### config.mk
export PLATFORM = sky130hd
export DESIGN_NAME = pwm_period_duty_meter
export DESIGN_NICKNAME = d
export VERILOG_FILES = /design/src/hw/rtl/pdm_pkg.sv /design/src/hw/rtl/pdm_front.sv /design/src/hw/rtl/pdm_queue.sv /design/src/hw/rtl/pdm_back.sv /design/src/hw/rtl/pwm_period_duty_meter.sv
export SDC_FILE = /design/constraint.sdc
export NUM_CORES = 1
export LEC_CHECK = 0
export BUFFER_PORTS_ARGS = -buffer_cell sky130_fd_sc_hd__buf_2
export CAP_MARGIN = 0
export CORE_MARGIN = 10
export CORE_UTILIZATION = 40
export CTS_CLUSTER_DIAMETER = 120
export DETAILED_ROUTE_END_ITERATION = 8
export HOLD_SLACK_MARGIN = 0.05
export PLACE_DENSITY = 0.55
export SLEW_MARGIN = 40
export SYNTH_ARGS = -nofsm -noshare
export SYNTH_HDL_FRONTEND = slang
export SYNTH_SLANG_ARGS = --single-unit
### constraint.sdc
create_clock -name clk_i -period 9 [get_ports clk_i]
set_input_delay 1.35 -clock clk_i [delete_from_list [all_inputs] [get_ports clk_i]]
set_output_delay 1.35 -clock clk_i [all_outputs]
set_load 0.01 [all_outputs]
### src/hw/rtl/pdm_pkg.sv
// Shared types and constants of the PWM period and duty meter.
package pdm_pkg;

  localparam int unsigned StampW    = 16;
  localparam int unsigned TimerHzW  = 24;
  localparam int unsigned DutyW     = 7;
  localparam int unsigned FreqW     = 16;

  localparam logic [TimerHzW-1:0] TimerHzReset = 24'd2000000;
  localparam logic [DutyW-1:0]    DutyMax      = 7'd100;
  localparam logic [FreqW-1:0]    FreqMax      = 16'hFFFF;

  // shared divider: 24-bit dividend, 16-bit divisor, two quotient bits a cycle
  localparam int unsigned DivW      = 24;
  localparam int unsigned DivRadix  = 2;
  localparam int unsigned DivSteps  = DivW / DivRadix;
  localparam int unsigned StepCntW  = $clog2(DivSteps);
  localparam logic [StepCntW-1:0] StepLast = StepCntW'(DivSteps - 1);
  localparam logic [DivW-1:0]     DutyScale = 24'd100;

  localparam int unsigned QueueDepth = 2;
  localparam int unsigned QueueAw    = $clog2(QueueDepth);
  localparam int unsigned QueueCntW  = $clog2(QueueDepth + 1);

  typedef struct packed {
    logic [StampW-1:0] period;
    logic [StampW-1:0] high;
  } meas_t;

  typedef enum logic [1:0] {
    FR_WAIT_FIRST,
    FR_WAIT_FALL,
    FR_WAIT_RISE
  } fr_state_e;

  typedef enum logic [1:0] {
    BK_IDLE,
    BK_DUTY,
    BK_FREQ,
    BK_OUT
  } bk_state_e;

endpackage

### src/hw/rtl/pdm_front.sv
// Event classifier: tracks rise/fall sequence and queues finished measurements.
module pdm_front (
  input  logic                        clk_i,
  input  logic                        rst_ni,
  input  logic                        in_valid_i,
  output logic                        in_ready_o,
  input  logic                        pin_level_i,
  input  logic [pdm_pkg::StampW-1:0]  stamp_i,
  input  logic                        q_full_i,
  output logic                        push_o,
  output pdm_pkg::meas_t              push_data_o
);
  import pdm_pkg::*;

  fr_state_e         state_q, state_d;
  logic [StampW-1:0] rise_q, rise_d;
  logic [StampW-1:0] fall_q, fall_d;
  logic              accept;

  assign in_ready_o = !q_full_i;
  assign accept     = in_valid_i && in_ready_o;

  assign push_data_o.period = stamp_i - rise_q;
  assign push_data_o.high   = fall_q - rise_q;

  always_ff @(posedge clk_i or negedge rst_ni) begin
    if (!rst_ni) begin
      state_q <= FR_WAIT_FIRST;
    end else begin
      state_q <= state_d;
    end
  end

  always_ff @(posedge clk_i) begin
    rise_q <= rise_d;
    fall_q <= fall_d;
  end

  always_comb begin
    state_d = state_q;
    rise_d  = rise_q;
    fall_d  = fall_q;
    push_o  = 1'b0;
    unique case (state_q)
      FR_WAIT_FIRST: begin
        if (accept && pin_level_i) begin
          rise_d  = stamp_i;
          state_d = FR_WAIT_FALL;
        end
      end
      FR_WAIT_FALL: begin
        if (accept) begin
          if (pin_level_i) begin
            // second rise before any fall: drop the measurement
            state_d = FR_WAIT_FIRST;
          end else begin
            fall_d  = stamp_i;
            state_d = FR_WAIT_RISE;
          end
        end
      end
      FR_WAIT_RISE: begin
        if (accept && pin_level_i) begin
          push_o  = 1'b1;
          state_d = FR_WAIT_FIRST;
        end
      end
      default: state_d = FR_WAIT_FIRST;
    endcase
  end

endmodule

### src/hw/rtl/pdm_queue.sv
// Short FIFO of finished measurements between front and back.
module pdm_queue (
  input  logic           clk_i,
  input  logic           rst_ni,
  input  logic           push_i,
  input  pdm_pkg::meas_t push_data_i,
  output logic           full_o,
  input  logic           pop_i,
  output logic           valid_o,
  output pdm_pkg::meas_t data_o
);
  import pdm_pkg::*;

  meas_t                entry_q [QueueDepth];
  logic [QueueAw-1:0]   wr_ptr_q, wr_ptr_d;
  logic [QueueAw-1:0]   rd_ptr_q, rd_ptr_d;
  logic [QueueCntW-1:0] cnt_q, cnt_d;

  assign full_o  = (cnt_q == QueueCntW'(QueueDepth));
  assign valid_o = (cnt_q != '0);
  assign data_o  = entry_q[rd_ptr_q];

  always_comb begin
    wr_ptr_d = wr_ptr_q;
    rd_ptr_d = rd_ptr_q;
    cnt_d    = cnt_q;
    if (push_i) begin
      wr_ptr_d = (wr_ptr_q == QueueAw'(QueueDepth - 1)) ? '0 : wr_ptr_q + 1'b1;
    end
    if (pop_i) begin
      rd_ptr_d = (rd_ptr_q == QueueAw'(QueueDepth - 1)) ? '0 : rd_ptr_q + 1'b1;
    end
    if (push_i && !pop_i) begin
      cnt_d = cnt_q + 1'b1;
    end else if (pop_i && !push_i) begin
      cnt_d = cnt_q - 1'b1;
    end
  end

  always_ff @(posedge clk_i or negedge rst_ni) begin
    if (!rst_ni) begin
      wr_ptr_q <= '0;
      rd_ptr_q <= '0;
      cnt_q    <= '0;
    end else begin
      wr_ptr_q <= wr_ptr_d;
      rd_ptr_q <= rd_ptr_d;
      cnt_q    <= cnt_d;
    end
  end

  always_ff @(posedge clk_i) begin
    if (push_i) begin
      entry_q[wr_ptr_q] <= push_data_i;
    end
  end

  a_no_overflow: assert property (@(posedge clk_i) disable iff (!rst_ni)
    push_i && !pop_i |-> !full_o)
    else $error("measurement pushed into a full queue");

  a_no_underflow: assert property (@(posedge clk_i) disable iff (!rst_ni)
    pop_i |-> valid_o)
    else $error("measurement popped from an empty queue");

endmodule

### src/hw/rtl/pdm_back.sv
// Back end: timer_hz register, shared divider for duty and frequency, result register.
module pdm_back (
  input  logic                         clk_i,
  input  logic                         rst_ni,
  input  logic                         cfg_valid_i,
  output logic                         cfg_ready_o,
  input  logic [pdm_pkg::TimerHzW-1:0] cfg_timer_hz_i,
  input  logic                         q_valid_i,
  input  pdm_pkg::meas_t               q_data_i,
  output logic                         pop_o,
  output logic                         out_valid_o,
  input  logic                         out_ready_i,
  output logic [pdm_pkg::StampW-1:0]   period_ticks_o,
  output logic [pdm_pkg::StampW-1:0]   high_ticks_o,
  output logic [pdm_pkg::DutyW-1:0]    duty_percent_o,
  output logic [pdm_pkg::FreqW-1:0]    frequency_hz_o,
  output logic                         zero_period_o
);
  import pdm_pkg::*;

  bk_state_e            state_q, state_d;
  logic [TimerHzW-1:0]  timer_hz_q;
  logic [StampW-1:0]    period_q, period_d;
  logic [StampW-1:0]    high_q, high_d;
  logic [DutyW-1:0]     duty_q, duty_d;
  logic [FreqW-1:0]     freq_q, freq_d;
  logic                 zero_q, zero_d;
  logic [DivW-1:0]      quo_q, quo_d;
  logic [StampW-1:0]    rem_q, rem_d;
  logic [StepCntW-1:0]  cnt_q, cnt_d;

  // two restoring steps per cycle
  logic [StampW:0]      r1, r2;
  logic [StampW-1:0]    ra, rb;
  logic                 b1, b2;
  logic [DivW-1:0]      quo_next;

  assign cfg_ready_o = 1'b1;

  always_comb begin
    r1 = {rem_q, quo_q[DivW-1]};
    b1 = (r1 >= {1'b0, period_q});
    ra = b1 ? StampW'(r1 - {1'b0, period_q}) : r1[StampW-1:0];
    r2 = {ra, quo_q[DivW-2]};
    b2 = (r2 >= {1'b0, period_q});
    rb = b2 ? StampW'(r2 - {1'b0, period_q}) : r2[StampW-1:0];
    quo_next = {quo_q[DivW-3:0], b1, b2};
  end

  always_comb begin
    state_d  = state_q;
    period_d = period_q;
    high_d   = high_q;
    duty_d   = duty_q;
    freq_d   = freq_q;
    zero_d   = zero_q;
    quo_d    = quo_q;
    rem_d    = rem_q;
    cnt_d    = cnt_q;
    pop_o    = 1'b0;
    unique case (state_q)
      BK_IDLE: begin
        if (q_valid_i) begin
          pop_o    = 1'b1;
          period_d = q_data_i.period;
          high_d   = q_data_i.high;
          rem_d    = '0;
          cnt_d    = '0;
          quo_d    = DivW'(q_data_i.high) * DutyScale;
          if (q_data_i.period == '0) begin
            zero_d  = 1'b1;
            duty_d  = '0;
            freq_d  = '0;
            state_d = BK_OUT;
          end else begin
            zero_d  = 1'b0;
            state_d = BK_DUTY;
          end
        end
      end
      BK_DUTY: begin
        quo_d = quo_next;
        rem_d = rb;
        cnt_d = cnt_q + 1'b1;
        if (cnt_q == StepLast) begin
          duty_d  = (quo_next > DivW'(DutyMax)) ? DutyMax : quo_next[DutyW-1:0];
          quo_d   = DivW'(timer_hz_q);
          rem_d   = '0;
          cnt_d   = '0;
          state_d = BK_FREQ;
        end
      end
      BK_FREQ: begin
        quo_d = quo_next;
        rem_d = rb;
        cnt_d = cnt_q + 1'b1;
        if (cnt_q == StepLast) begin
          freq_d  = (quo_next[DivW-1:FreqW] != '0) ? FreqMax : quo_next[FreqW-1:0];
          cnt_d   = '0;
          state_d = BK_OUT;
        end
      end
      BK_OUT: begin
        if (out_ready_i) begin
          state_d = BK_IDLE;
        end
      end
      default: state_d = BK_IDLE;
    endcase
  end

  always_ff @(posedge clk_i or negedge rst_ni) begin
    if (!rst_ni) begin
      state_q    <= BK_IDLE;
      timer_hz_q <= TimerHzReset;
    end else begin
      state_q <= state_d;
      if (cfg_valid_i && cfg_ready_o) begin
        timer_hz_q <= cfg_timer_hz_i;
      end
    end
  end

  always_ff @(posedge clk_i) begin
    period_q <= period_d;
    high_q   <= high_d;
    duty_q   <= duty_d;
    freq_q   <= freq_d;
    zero_q   <= zero_d;
    quo_q    <= quo_d;
    rem_q    <= rem_d;
    cnt_q    <= cnt_d;
  end

  assign out_valid_o    = (state_q == BK_OUT);
  assign period_ticks_o = period_q;
  assign high_ticks_o   = high_q;
  assign duty_percent_o = duty_q;
  assign frequency_hz_o = freq_q;
  assign zero_period_o  = zero_q;

  a_zero_clears: assert property (@(posedge clk_i) disable iff (!rst_ni)
    out_valid_o && zero_period_o |-> duty_percent_o == '0 && frequency_hz_o == '0)
    else $error("zero period with non-zero duty or frequency");

  a_duty_capped: assert property (@(posedge clk_i) disable iff (!rst_ni)
    out_valid_o |-> duty_percent_o <= DutyMax)
    else $error("duty above cap");

  a_pop_only_idle: assert property (@(posedge clk_i) disable iff (!rst_ni)
    pop_o |=> state_q == BK_DUTY || state_q == BK_OUT)
    else $error("pop did not start a measurement");

endmodule

### src/hw/rtl/pwm_period_duty_meter.sv
// Top level of the PWM period and duty meter.
//
//  channel  | handshake                | payload
//  ---------+--------------------------+---------------------------------------------
//  in       | in_valid_i / in_ready_o  | pin_level_i, stamp_i
//  out      | out_valid_o / out_ready_i| period_ticks_o, high_ticks_o, duty_percent_o,
//           |                          | frequency_hz_o, zero_period_o
//  cfg      | cfg_valid_i / cfg_ready_o| cfg_timer_hz_i
//
// Pin events transfer one per cycle while the two-entry measurement queue has room.
// A closed measurement passes the back end in order: a load step, the shared divider
// for duty, then for frequency (two quotient bits a cycle), then the held result.
// A zero period skips the divider. out_ready_i low holds the result;
// in_ready_o drops only while the queue is full. Reset sets timer_hz to 2000000.
module pwm_period_duty_meter (
  input  logic                         clk_i,
  input  logic                         rst_ni,
  input  logic                         in_valid_i,
  output logic                         in_ready_o,
  input  logic                         pin_level_i,
  input  logic [pdm_pkg::StampW-1:0]   stamp_i,
  output logic                         out_valid_o,
  input  logic                         out_ready_i,
  output logic [pdm_pkg::StampW-1:0]   period_ticks_o,
  output logic [pdm_pkg::StampW-1:0]   high_ticks_o,
  output logic [pdm_pkg::DutyW-1:0]    duty_percent_o,
  output logic [pdm_pkg::FreqW-1:0]    frequency_hz_o,
  output logic                         zero_period_o,
  input  logic                         cfg_valid_i,
  output logic                         cfg_ready_o,
  input  logic [pdm_pkg::TimerHzW-1:0] cfg_timer_hz_i
);
  import pdm_pkg::*;

  logic  push, full, pop, q_valid;
  meas_t push_data, q_data;

  pdm_front u_front (
    .clk_i,
    .rst_ni,
    .in_valid_i,
    .in_ready_o,
    .pin_level_i,
    .stamp_i,
    .q_full_i    (full),
    .push_o      (push),
    .push_data_o (push_data)
  );

  pdm_queue u_queue (
    .clk_i,
    .rst_ni,
    .push_i      (push),
    .push_data_i (push_data),
    .full_o      (full),
    .pop_i       (pop),
    .valid_o     (q_valid),
    .data_o      (q_data)
  );

  pdm_back u_back (
    .clk_i,
    .rst_ni,
    .cfg_valid_i,
    .cfg_ready_o,
    .cfg_timer_hz_i,
    .q_valid_i   (q_valid),
    .q_data_i    (q_data),
    .pop_o       (pop),
    .out_valid_o,
    .out_ready_i,
    .period_ticks_o,
    .high_ticks_o,
    .duty_percent_o,
    .frequency_hz_o,
    .zero_period_o
  );

endmodule
Word level (Yosys, flattened, before mapping). Memory sizes are Yosys's and may differ from the RTL's. Cells that the tools add are included.

Register bits: 164. RAM bits: 64. Input bits: 46. Output and inout bits: 59. Logic and storage cells: 116. Memories kept: 1.

Add/subtract/negate cells: 9. Multipliers: 1. $lt $le $gt $ge: 3. Equality and inequality tests: 15. Multiplexer cells: 43. Bitwise operators: 1. Reduce and logical (&&, ||, !) cells: 27.

Memory list: u_queue.entry_q (words 2, width 32, rd ports 1, clocked after memory_dff 0, wr ports 1, RTL line pdm_queue.sv:14) `meas_t entry_q [QueueDepth];`.

Operators by type and width (number): 2-to-1 mux 16 bit (8); case mux 24 bit (3 select lines) (1); subtractor 16 bit (4); 2-to-1 mux 24 bit (2); case mux 16 bit (3 select lines) (1); greater-or-equal comparator 17 x 16 -> 1 bit (2); case mux 16 bit (2 select lines) (1); 2-to-1 mux 7 bit (4); greater-than comparator 24 x 7 -> 1 bit (second input constant) (1); 2-to-1 mux 2 bit (11); multiplier 16 x 5 -> 21 bit (second input constant) (1); logical NOT 16 bit (1); != test 2 x 1 -> 1 bit (second input constant) (7); case mux 7 bit (2 select lines) (1); AND reduction 4 bit (3); nonzero test 2 bit (5); 2-to-1 mux 1 bit (9); equality test 2 bit (second input constant) (4); 2-to-1 mux 4 bit (2); case mux 2 bit (4 select lines) (1); case mux 4 bit (2 select lines) (1); AND reduction 2 bit (4); nonzero test 8 bit (1); case mux 2 bit (3 select lines) (1); other kinds (14) (23).

Depth between registers and ports, before layout.
Depth in word-level cells: 10. Mapped depth: 21. Gate-level depth less buffers: 19.

Hierarchy. Synthesis repeated with hierarchy kept, for this count alone.

Cells, all modules: 1144. Area, all modules: 13660.6 sq um.

Modules (own cells, without submodules): pdm_back (instances 1, cells each 767, area an instance 8384.3 sq um, seq. area each 3662.3 sq um); pdm_queue (instances 1, cells each 116, area an instance 2651.3 sq um, seq. area each 2021.9 sq um); pdm_front (instances 1, cells each 261, area an instance 2625.0 sq um, seq. area each 1011.0 sq um).

Worst setup path before layout. Ideal clock, no wire load.

Path kind: reg2reg. Start point: register u_queue.rd_ptr_q. End point: register u_back.quo_q[22] (data pin). Library setup time: 0.266 ns. Data arrival time: 4.546 ns. Data required time: 8.734 ns. Slack: 4.188 ns. Stages on the path, launching flop included: 19. Path buffers: 3. Period minus slack after synthesis: 4.812 ns. Cells stage by stage: dfrtp_1 -> clkbuf_1 -> clkbuf_1 -> clkbuf_1 -> mux2i_1 -> inv_1 -> ha_1 -> ha_1 -> inv_1 -> fa_1 -> inv_1 -> ha_1 -> a21o_1 -> a21o_1 -> a21o_1 -> a221o_1 -> a21boi_0 -> or4_1 -> nand3_1.

RTL lines: from (decl) (RTL line pdm_queue.sv:16) `logic [QueueAw-1:0] rd_ptr_q, rd_ptr_d;`; from (signal assigned) (RTL line pdm_queue.sv:47) `rd_ptr_q <= rd_ptr_d;`; to (signal assigned) (RTL line pdm_back.sv:130) `quo_q <= quo_d;`; to (decl) (RTL line pdm_back.sv:28) `logic [DivW-1:0] quo_q, quo_d;`.

Final worst setup path.
Start point: register u_back.period_q[1], in the netlist u_back.period_ticks_o[1]. End point: register u_back.duty_q[6], in the netlist u_back.duty_percent_o[6] (data pin).

Cells in the longest elaborated chain, start to end: 7. Elaborated cells between the ends (all ways): 8. Classes of those cells: 1 x add/sub; 3 x order compare; 4 x mux.

RTL lines: from (decl) (RTL line pdm_back.sv:23) `logic [StampW-1:0] period_q, period_d;`; from (signal assigned) (RTL line pdm_back.sv:125) `period_q <= period_d;`; subtractor 16 bit or greater-or-equal comparator 17 x 16 -> 1 bit (tied branches) (RTL line pdm_back.sv:43, pdm_back.sv:42); 2-to-1 mux 16 bit (RTL line pdm_back.sv:43) `ra = b1 ? StampW'(r1 - {1'b0, period_q}) : r1[StampW-1:0];`; greater-or-equal comparator 17 x 16 -> 1 bit (RTL line pdm_back.sv:45) `b2 = (r2 >= {1'b0, period_q});`; greater-than comparator 24 x 7 -> 1 bit (*) (RTL line pdm_back.sv:86) `duty_d = (quo_next > DivW'(DutyMax)) ? DutyMax : quo_next[DutyW-1:0];`; 2-to-1 mux 7 bit (*) (RTL line pdm_back.sv:86); 2-to-1 mux 7 bit (*) (RTL line pdm_back.sv:85) `if (cnt_q == StepLast) begin`; case mux 7 bit (2 select lines) (*) (RTL line pdm_back.sv:61) `unique case (state_q)`; to (signal assigned) (RTL line pdm_back.sv:127) `duty_q <= duty_d;`; to (decl) (RTL line pdm_back.sv:25) `logic [DutyW-1:0] duty_q, duty_d;`.

Mark *: on every way between the ends. The rest lies on a longest branch, timed or not. The select of a mux whose other input is x is not followed. A chain may end at the register's enable or synchronous reset.

==> summary.md <==
| Metric | Value |
|---|---|
| Die width | around 200 um |
| Crit path DAT | 5680 ps |
| DRC Markers | 0 |
| First-pass GRT wire length | 51300 um |
| Worst stage delay on the critical path | approximately 600 ps |
| Die Footprint | approximately 42000 um^2 |
| CTS Hold Bufs | 0 |
| CP required | roughly 9300 ps |
| Final worst path period need | approximately 5400 ps |
| Clk Latency, worst-skew pair | between 500 and 600 ps |
| I/O Pins | 105 |
| Most frequent cells after synthesis | edfxtp_1, inv_1, ha_1, a21oi_1, mux2_2 |
| Clk sinks | between 200 and 250 |
| Fmax | 185 MHz |
| Prevailing post-synth register cell | edfxtp_1 |
| Final HPWL DP | 24600 um |
| Post-Syn Area | 13600 um^2 |
| Max-slew violations | 0 |
| Nets@finish | approximately 1500 |
| Worst Max-Slew Pin Slew | 834 ps |
| DRT Wirelength | 32700 um |
| GPL Wtd Cong | ~0.9 |
| Area of the multi-input gates | 6320 um^2 |
| Vias | between 9000 and 10000 |
| Leading area contributor after synthesis | edfxtp_1 |
| Slew margin rel. | between 40 and 50% |
| Initial Util | around 40% |
| RSZ-0062 raised after global routing | no |
| Fillcell total | about 3100 |
| Initial antenna violation count | 1 |
| Vias per cell | ~5.3 |
| Worst-path clk slew | about 60 ps |
| Setup violations, final | 0 |
| Drt pass-1 iters | 5 |
| Critical path cell sequence | inv_1, ha_1, nor2b_1, o211ai_2, a211oi_1, o31a_2, nand2_4, mux2_2, ha_1, a2111o_1, o2111ai_2, a21oi_2, o21ai_4, a31oi_1, or4_1, o21a_1 |
| Tot GR Track Use | 15.4% |
| Crit path top cell by count | ha_1 |
| Port buffer count | around 100 |
| EDFF count, synth | approximately 200 |
| Seq/Total Area, Yosys | roughly half |
| Top delay family on crit path | compound AO/OA/AOI/OAI gates |
| Post-CTS sizing | 0 |
| Post-DRT Antenna Nets | 0 |
| Largest net degree at the start of global routing | 41 |
| Synth unique cells | between 80 and 90 |
| Initial DRC count | about 570 |
| Register area | 6700 um^2 |
| Final Hold Vio Count | 0 |
| Row cnt | 67 |
| Share of layout cells above drive strength 1 | 18.8% |
| MaxCap Viol Count | 0 |
| Seq cells post-synth | between 200 and 250 |
| CP bufs+invs | 1 |
| FFs w/ async S/R, synth | between 10% and 20% |
| Worst Hold Class | reg -> reg |
| Clock root buffer master | clkbuf_16 |
| Top-count cell post-synth | edfxtp_1 |
| CP Max Fanout | 23 |
| Post-route setup TNS | 0 ps |
| Area growth, synth to finish | 13.8% |
| Clock tree buffer depth | 3 |
| Clock skew | around 14 ps |
| Synthesis Warnings | 0 |
| Core ar. | between 30000 and 40000 um^2 |
| CTS H-Tree Depth | 1 |
| Die H | roughly 200 um |
| Period utilisation layout | 60.0% |
| Slowest cell on the critical path | or4_1 |
| GRT overflow | 0 |
| Share of the synthesized area in the top cell type | a little over two fifths |
| Vias in the first global route | ~9200 |
| Synth top area cells | edfxtp_1, ha_1, mux2_2 |
| Status | finished, final reports clean |
| Post-CTS Setup Inserts | 0 |
| Synthesized instance count | ~1200 |
| WL/cell | approximately 19 um |
| Startpoint types | register |
| CTS Buf Count | 26 |
| Syn avg cell area | about 12 um^2 |
| Crit Path Category | reg -> reg |
| Worst Setup End Kind | register |
| PnR worst setup slack | 3600 ps |
| Pre-CTS setup slack | roughly 3600 ps |
| Mapped Nets | around 1300 |
| CTS tree | done |
-- registers in the layout, indices dropped and copies added, names as in the netlist --
name                   count
u_back.quo_q              24
u_back.state_q             2
u_queue.entry_q           64
u_back.duty_percent_o      7
u_back.timer_hz_q         24
u_front.state_q            2
u_front.fall_q            16
u_back.zero_period_o       1
u_back.frequency_hz_o     16
u_queue.cnt_q              2
u_back.rem_q              16
u_back.high_ticks_o       16
u_queue.wr_ptr_q           1
u_back.period_ticks_o     16
u_queue.rd_ptr_q           1
u_front.rise_q            16
u_back.cnt_q               4
-- through the flow --
stage	utilization, %	hold slack, ps	area (um^2)	cells
final	46.2	499	15500	1739
after global routing	46.2	528	15500	1738
after CTS	46.1	502	15500	1738
after detailed placement	43.6	491	14600	1690
after global placement	43.6	484	14600	1689
after floorplan	-	460	13600	1160
-- logic make-up (layout without fill, tap and decap cells) --
logic type	Yosys count	count (layout)	synth area share, %
adder cells (fa/ha/maj)	136	136	13.3
AND/OR/NAND/NOR	240	240	9.32
flip-flops	228	228	49.2
other	1	2	0.0276
multiplexers	72	72	5.86
XOR/XNOR	68	68	4.38
buffers and inverters	155	285	4.52
AO/OA/AOI/OAI	260	260	13.4
-- metal layers --
| metal | global-route usage (%) | vias up | wire length, um |
|---|---|---|---|
| met5 | 0 | - | 0 |
| met4 | 3.97 | 0 | 683 |
| met3 | 2.84 | 40 | 1750 |
| met2 | 25.0 | 216 | 15000 |
| met1 | 20.8 | 4411 | 15300 |
| li1 | - | 4510 | - |
-- area by class of cell --
cell class              count  share of cell area, %
flip-flops and latches    228                   43.3
multi-input cells         777                   40.9
clock buffers              38                   4.91
repair buffers            112                   3.81
well taps                 448                   3.62
inverters                 125                   3.03
clock inverters            10                  0.501
diodes                      1                 0.0162
-- final timing paths --
| path | startpoint | to | slack, ps | cells after the start |
|---|---|---|---|---|
| max | u_back.period_ticks_o[1] | u_back.duty_percent_o[6] | 3600 | 16 |
| min | u_back.timer_hz_q[2] | u_back.timer_hz_q[2] | 500 | 1 |
| max reg2reg | u_back.period_ticks_o[1] | u_back.duty_percent_o[6] | 3600 | 16 |
| min reg2reg | u_back.timer_hz_q[2] | u_back.timer_hz_q[2] | 500 | 1 |
| max in group asynchronous | rst_ni | u_back.timer_hz_q[19] | 7880 | 1 |
| min in group asynchronous | rst_ni | u_back.timer_hz_q[13] | 770 | 1 |
-- placed cells by master (no fill, tap or decap), types with 8 or more instances in the layout --
cell,instances
edfxtp_1,196
nand2_1,37
xor2_1,18
a21o_1,12
nor2_1,49
a221o_1,8
and2_1,9
nor3_1,25
nor4_1,11
a22oi_1,10
mux2_2,57
ha_1,121
buf_4,9
mux2i_1,14
xnor2_1,50
buf_2,102
o21ai_0,48
nand3_1,29
nand4_1,10
o21a_1,29
clkbuf_1,9
a211oi_1,8
dfrtp_1,25
nor2b_1,16
a21oi_1,64
a31oi_1,10
nand2b_1,8
fa_1,15
inv_1,125
clkbuf_16,29
Power is left out: the tool's default activity adds up to more than one toggle a clock period on the data nets, which glitch-free logic cannot reach.
